**src/mvp_ram.sv**
```systemverilog
// ----------------------------------------------------------------------------
// mvp_ram
// simple dual port ram, one write port and one registered read port
// ----------------------------------------------------------------------------
`timescale 1ns / 1ps
`default_nettype none

module mvp_ram #(
  parameter int DEPTH = 256,
  parameter int WIDTH = 16
) (
  input  wire logic                                     clk_i,
  input  wire logic                                     we_i,
  input  wire logic [((DEPTH > 1) ? $clog2(DEPTH) : 1)-1:0] waddr_i,
  input  wire logic [WIDTH-1:0]                         wdata_i,
  input  wire logic                                     re_i,
  input  wire logic [((DEPTH > 1) ? $clog2(DEPTH) : 1)-1:0] raddr_i,
  output      logic [WIDTH-1:0]                         rdata_o
);

  logic [WIDTH-1:0] mem_q [DEPTH];

  always_ff @(posedge clk_i) begin
    if (we_i) begin
      mem_q[waddr_i] <= wdata_i;
    end
    if (re_i) begin
      rdata_o <= mem_q[raddr_i];
    end
  end

endmodule

`default_nettype wire

```
**config.mk**
```make
export PLATFORM = sky130hd
export DESIGN_NAME = mvp_ram
export DESIGN_NICKNAME = d
export VERILOG_FILES = /design/src/mvp_ram.sv
export SDC_FILE = /design/constraint.sdc
export NUM_CORES = 2
export LEC_CHECK = 0
export ABC_AREA = 1
export BUFFER_PORTS_ARGS = -buffer_cell sky130_fd_sc_hd__buf_2
export CAP_MARGIN = 20
export CORE_MARGIN = 10
export CORE_UTILIZATION = 35
export DETAILED_ROUTE_END_ITERATION = 8
export PLACE_DENSITY = 0.57
export SLEW_MARGIN = 25
export SYNTH_ARGS = -nofsm -noshare
export SYNTH_HDL_FRONTEND = slang
export SYNTH_SLANG_ARGS = --single-unit
```
**constraint.sdc**
```tcl
create_clock -name clk_i -period 6.3 [get_ports clk_i]
set_input_delay 1.26 -clock clk_i [delete_from_list [all_inputs] [get_ports clk_i]]
set_output_delay 1.26 -clock clk_i [all_outputs]
set_load 0.005 [all_outputs]
```
Word-level counts from Yosys, hierarchy flattened
Memories as Yosys holds them, arrays and structs flattened. A register that Yosys moved wholly into a read port is not among the register bits.
Cells that the tools add are included.
Cells by class
  muxes and demuxes: 2
Operators by type and width (number)
  1-bit two-way mux: 2
Word-level totals
  register bits after elaboration: 0
  bits in writable memories: 4096
  output and inout bits: 16
  input bits: 35
  logic and storage cells: 3
  memories: 1
Memories
  mem_q: depth 256, bits a word 16, read ports 1, clocked after Yosys merged registers in 1, write ports 1, RTL line 21  | logic [WIDTH-1:0] mem_q [DEPTH];

Longest topological paths before layout
  depth in word-level cells: 2
  mapped depth: 15
  mapped depth without buffers: 11

Worst setup path after synthesis
Ideal clock, no wire load.
  path kind: in2reg
  start: in we_i
  end: mem mem_q[162][0] (enable)
  arrival time: 2712 ps
  setup slack: 3200 ps
  buffers on the path: 2
  data required time: 5912 ps
  stages: 4
  library setup time: 388 ps
  cell sequence: clkbuf_1 -> nand3_1 -> clkbuf_1 -> nor2_1
On the way
  cells in the longest elaborated chain, start to end: 2
RTL lines
  start, declared: RTL line 13  | input wire logic we_i,
  1-bit two-way mux: RTL line 24  | if (we_i) begin
  1-bit two-way mux (implied by the code): RTL line 25  | mem_q[waddr_i] <= wdata_i;
  end, declared: RTL line 21
Every way passes these cells.

==> summary.md <==
| Metric | Value |
|---|---|
| Via count | `109000` |
| Most frequent cells in the layout | `nand2_1 (4195), edfxtp_1 (4112), nand3_1 (4035), clkbuf_16 (437), buf_4 (416)` |
| Layout Cells excl Fill | `20300` |
| CTS root buf | `clkbuf_16` |
| Worst Hold Class | `primary input to flip-flop` |
| Sw Share | `a little under a quarter` |
| DP HPWL | `~280000 um` |
| Commonest non-fill, non-tap cell in the layout | `nand2_1` |
| Max_cap viols | `0` |
| Std-Cell Rows | `252` |
| Num CTS Buffers | `432` |
| DRC Markers | `0` |
| Pin count of the biggest net entering global routing | `165` |
| Final setup fails | `0` |
| Syn-to-layout area delta | `13.0%` |
| NumNets Final | `between 10000 and 15000` |
| Synthesized cell area | `around 170000 um2` |
| Combinational share of power | `6.1%` |
| Setup crit end kind | `flip-flop` |
| Yosys cell types | `14` |
| Ports | `51` |
| Post-synthesis sequential area ratio | `74.4%` |
| Mapped Nets | `13700` |
| WP data required | `7.14 ns` |
| Clk Latency, worst-skew pair | `1.00 ns` |
| Largest fanout on the critical path | `98` |
| Worst hold start | `wdata_i[15]` |
| Fin Setup TNS | `0 ns` |
| RSZ-0062 raised after global routing | `false` |
| Via density per instance | `about 5.4` |
| CTS Sinks | `approximately 4100` |
| Initial Util | `35.2%` |
| Vias in the first global route | `102000` |
| Port-buffer cells | `50` |
| PD cells | `313 nW/um2` |
| Die area | `502000 um2` |
| Avg Cell Area, Syn | `12.2 um2` |
| DR iter-0 viols | `roughly 13000` |
| Core area | `472000 um2` |
| Placed Instances | `19400` |
| CTS clock-pin slew for the worst setup and hold paths | `0.06 ns` |
| Worst Tran Pin Value | `1.07 ns` |
| R2R Path Start | `mem_q[81][8]$_DFFE_PP_` |
| Pint | `45200 uW` |
| Router iterations before antenna repair | `6` |
| Total Power | `58700 uW` |
| Setup bufs post-CTS | `0` |
| Sequential Power Share | `51.5%` |
| Sw power | `13500 uW` |
| DP Worst Slack | `1.24 ns` |
| Hold Vio Cnt, Final | `0` |
| Pleak | `between 0.06 and 0.07 uW` |
| Max-Slew Margin vs Limit | `28.3%` |
| Run status | `finished clean` |
| Fin crit share | `65.3%` |
| PnR worst setup slack | `between 2 and 2.5 ns` |
| Die height | `~710 um` |
| Post-layout minimum cycle time | `4.12 ns` |
| Clock Skew | `approximately 0.05 ns` |
| Worst EP arrival | `~5.0 ns` |
| Cells after Synth | `approximately 14000` |
| CP Launch Point | `raddr_i[2]` |
| Final slew viol count | `0` |
| Drt total wl | `503000 um` |
| Synthesized flop and latch total | `4112` |
| WS Path Type | `primary input to flip-flop` |
| TritonCTS clock tree | `yes` |
| Die width | `708 um` |
| Initial antenna violation count | `28` |
| CP Launch Type | `primary input` |
| Wire per inst | `between 20 and 25 um` |
| Clk buf depth | `4` |
| Max Clk Rate | `0.243 GHz` |
| Peak supply drop | `~0.25 mV` |
| H-tree lvl count | `5` |
| Total track usage | `around 19%` |
| Cts repair resizes | `0` |
| First-pass GRT wire length | `726000 um` |
| Routed Antenna Nets | `0` |
| Layout cell share with drive strength beyond 1 | `8.39%` |
| Placer Congestion | `0.829` |
| Total congestion overflow | `0` |
| CTS hold repair buffers | `0` |
| Clock share of power | `42.4%` |
| Syn. warnings | `0` |
[cell type report]
class	count	area (um2)
Antenna cell	15	37.5
Clock buffer	536	11300
Clock inverter	255	2330
Fill cell	44000	284000
Inverter	39	199
Multi-Input combinational cell	8529	37200
Sequential cell	4112	123000
Tap cell	6223	7790
Timing Repair Buffer	546	5200
[cells in the mapped netlist]
| cell | count | area, um2 |
|---|---|---|
| buf_12 | 1 | 20.0 |
| buf_1 | 70 | 263 |
| edfxtp_1 | 4112 | 123000 |
| nand2_1 | 4211 | 15800 |
| inv_4 | 2 | 12.5 |
| nand3_1 | 4035 | 20200 |
| buf_2 | 495 | 2480 |
| buf_8 | 1 | 15.0 |
| clkbuf_1 | 154 | 578 |
| buf_4 | 163 | 1220 |
| buf_6 | 53 | 597 |
| inv_2 | 2 | 7.51 |
| nor2_1 | 283 | 1060 |
| inv_1 | 35 | 131 |
[flip-flops by register name (all words and copies together) (netlist names)]
| signal | flops |
|---|---|
| mem_q | 4096 |
| rdata_o | 16 |
[worst paths after layout]
kind	to	slack, ns	cells past startpoint
setup reg to reg	rdata_o[8]$_DFFE_PP_	3.84	10
hold reg to reg	rdata_o[12]$_DFFE_PP_	1.18	10
hold / removal	mem_q[254][15]$_DFFE_PP_	0.60	1
setup / recovery	rdata_o[7]$_DFFE_PP_	2.18	12
[power by group through the flow]
stage	Combinational, uW	Sequential, uW	Clock (uW)
after floorplan	1860	30800	0
after global placement	3540	30800	0
after detailed placement	3560	30800	0
after CTS	3570	30200	25200
after global routing	3840	30200	26300
final	3580	30200	24900
[routing by layer]
layer  part of all wire, %  GRT usage, %  up-vias  wire length, um
met5                 0.024             0        -              119
met4                   3.3          5.83       18            16400
met3                   9.4          3.91      805            47100
met2                    45          29.4     4796           225000
met1                    43          27.7    54300           214000
li1                      -             -    48700                -
[per-stage QoR]
step | util (%) | hold WS [ns] | area (um2)
CTS | 39.7 | 0.543 | 187000
floorplan | - | 0.911 | 166000
global placement | 36.8 | 1.18 | 174000
global route | 39.7 | 0.574 | 187000
detailed placement | 36.9 | 1.18 | 174000
finish | 39.8 | 0.596 | 188000
[worst max-delay path, stage by stage]
cell and delay, ns:
buf_8 0.20, inv_8 0.70, buf_4 0.64, buf_4 0.49, nand3_1 0.21, nand3_1 0.18, nand3_1 0.25, nand3_1 0.17
nand3_1 0.32, nand2_1 0.17, nand2_1 0.11, nand2_1 0.11
[cell families after synthesis]
| logic type | Yosys count | synth area share [%] |
|---|---|---|
| flops | 4112 | 74.4 |
| simple gates | 8529 | 22.3 |
| buf+inv | 976 | 3.21 |
Note: power is estimated with default switching activity, not from simulation.
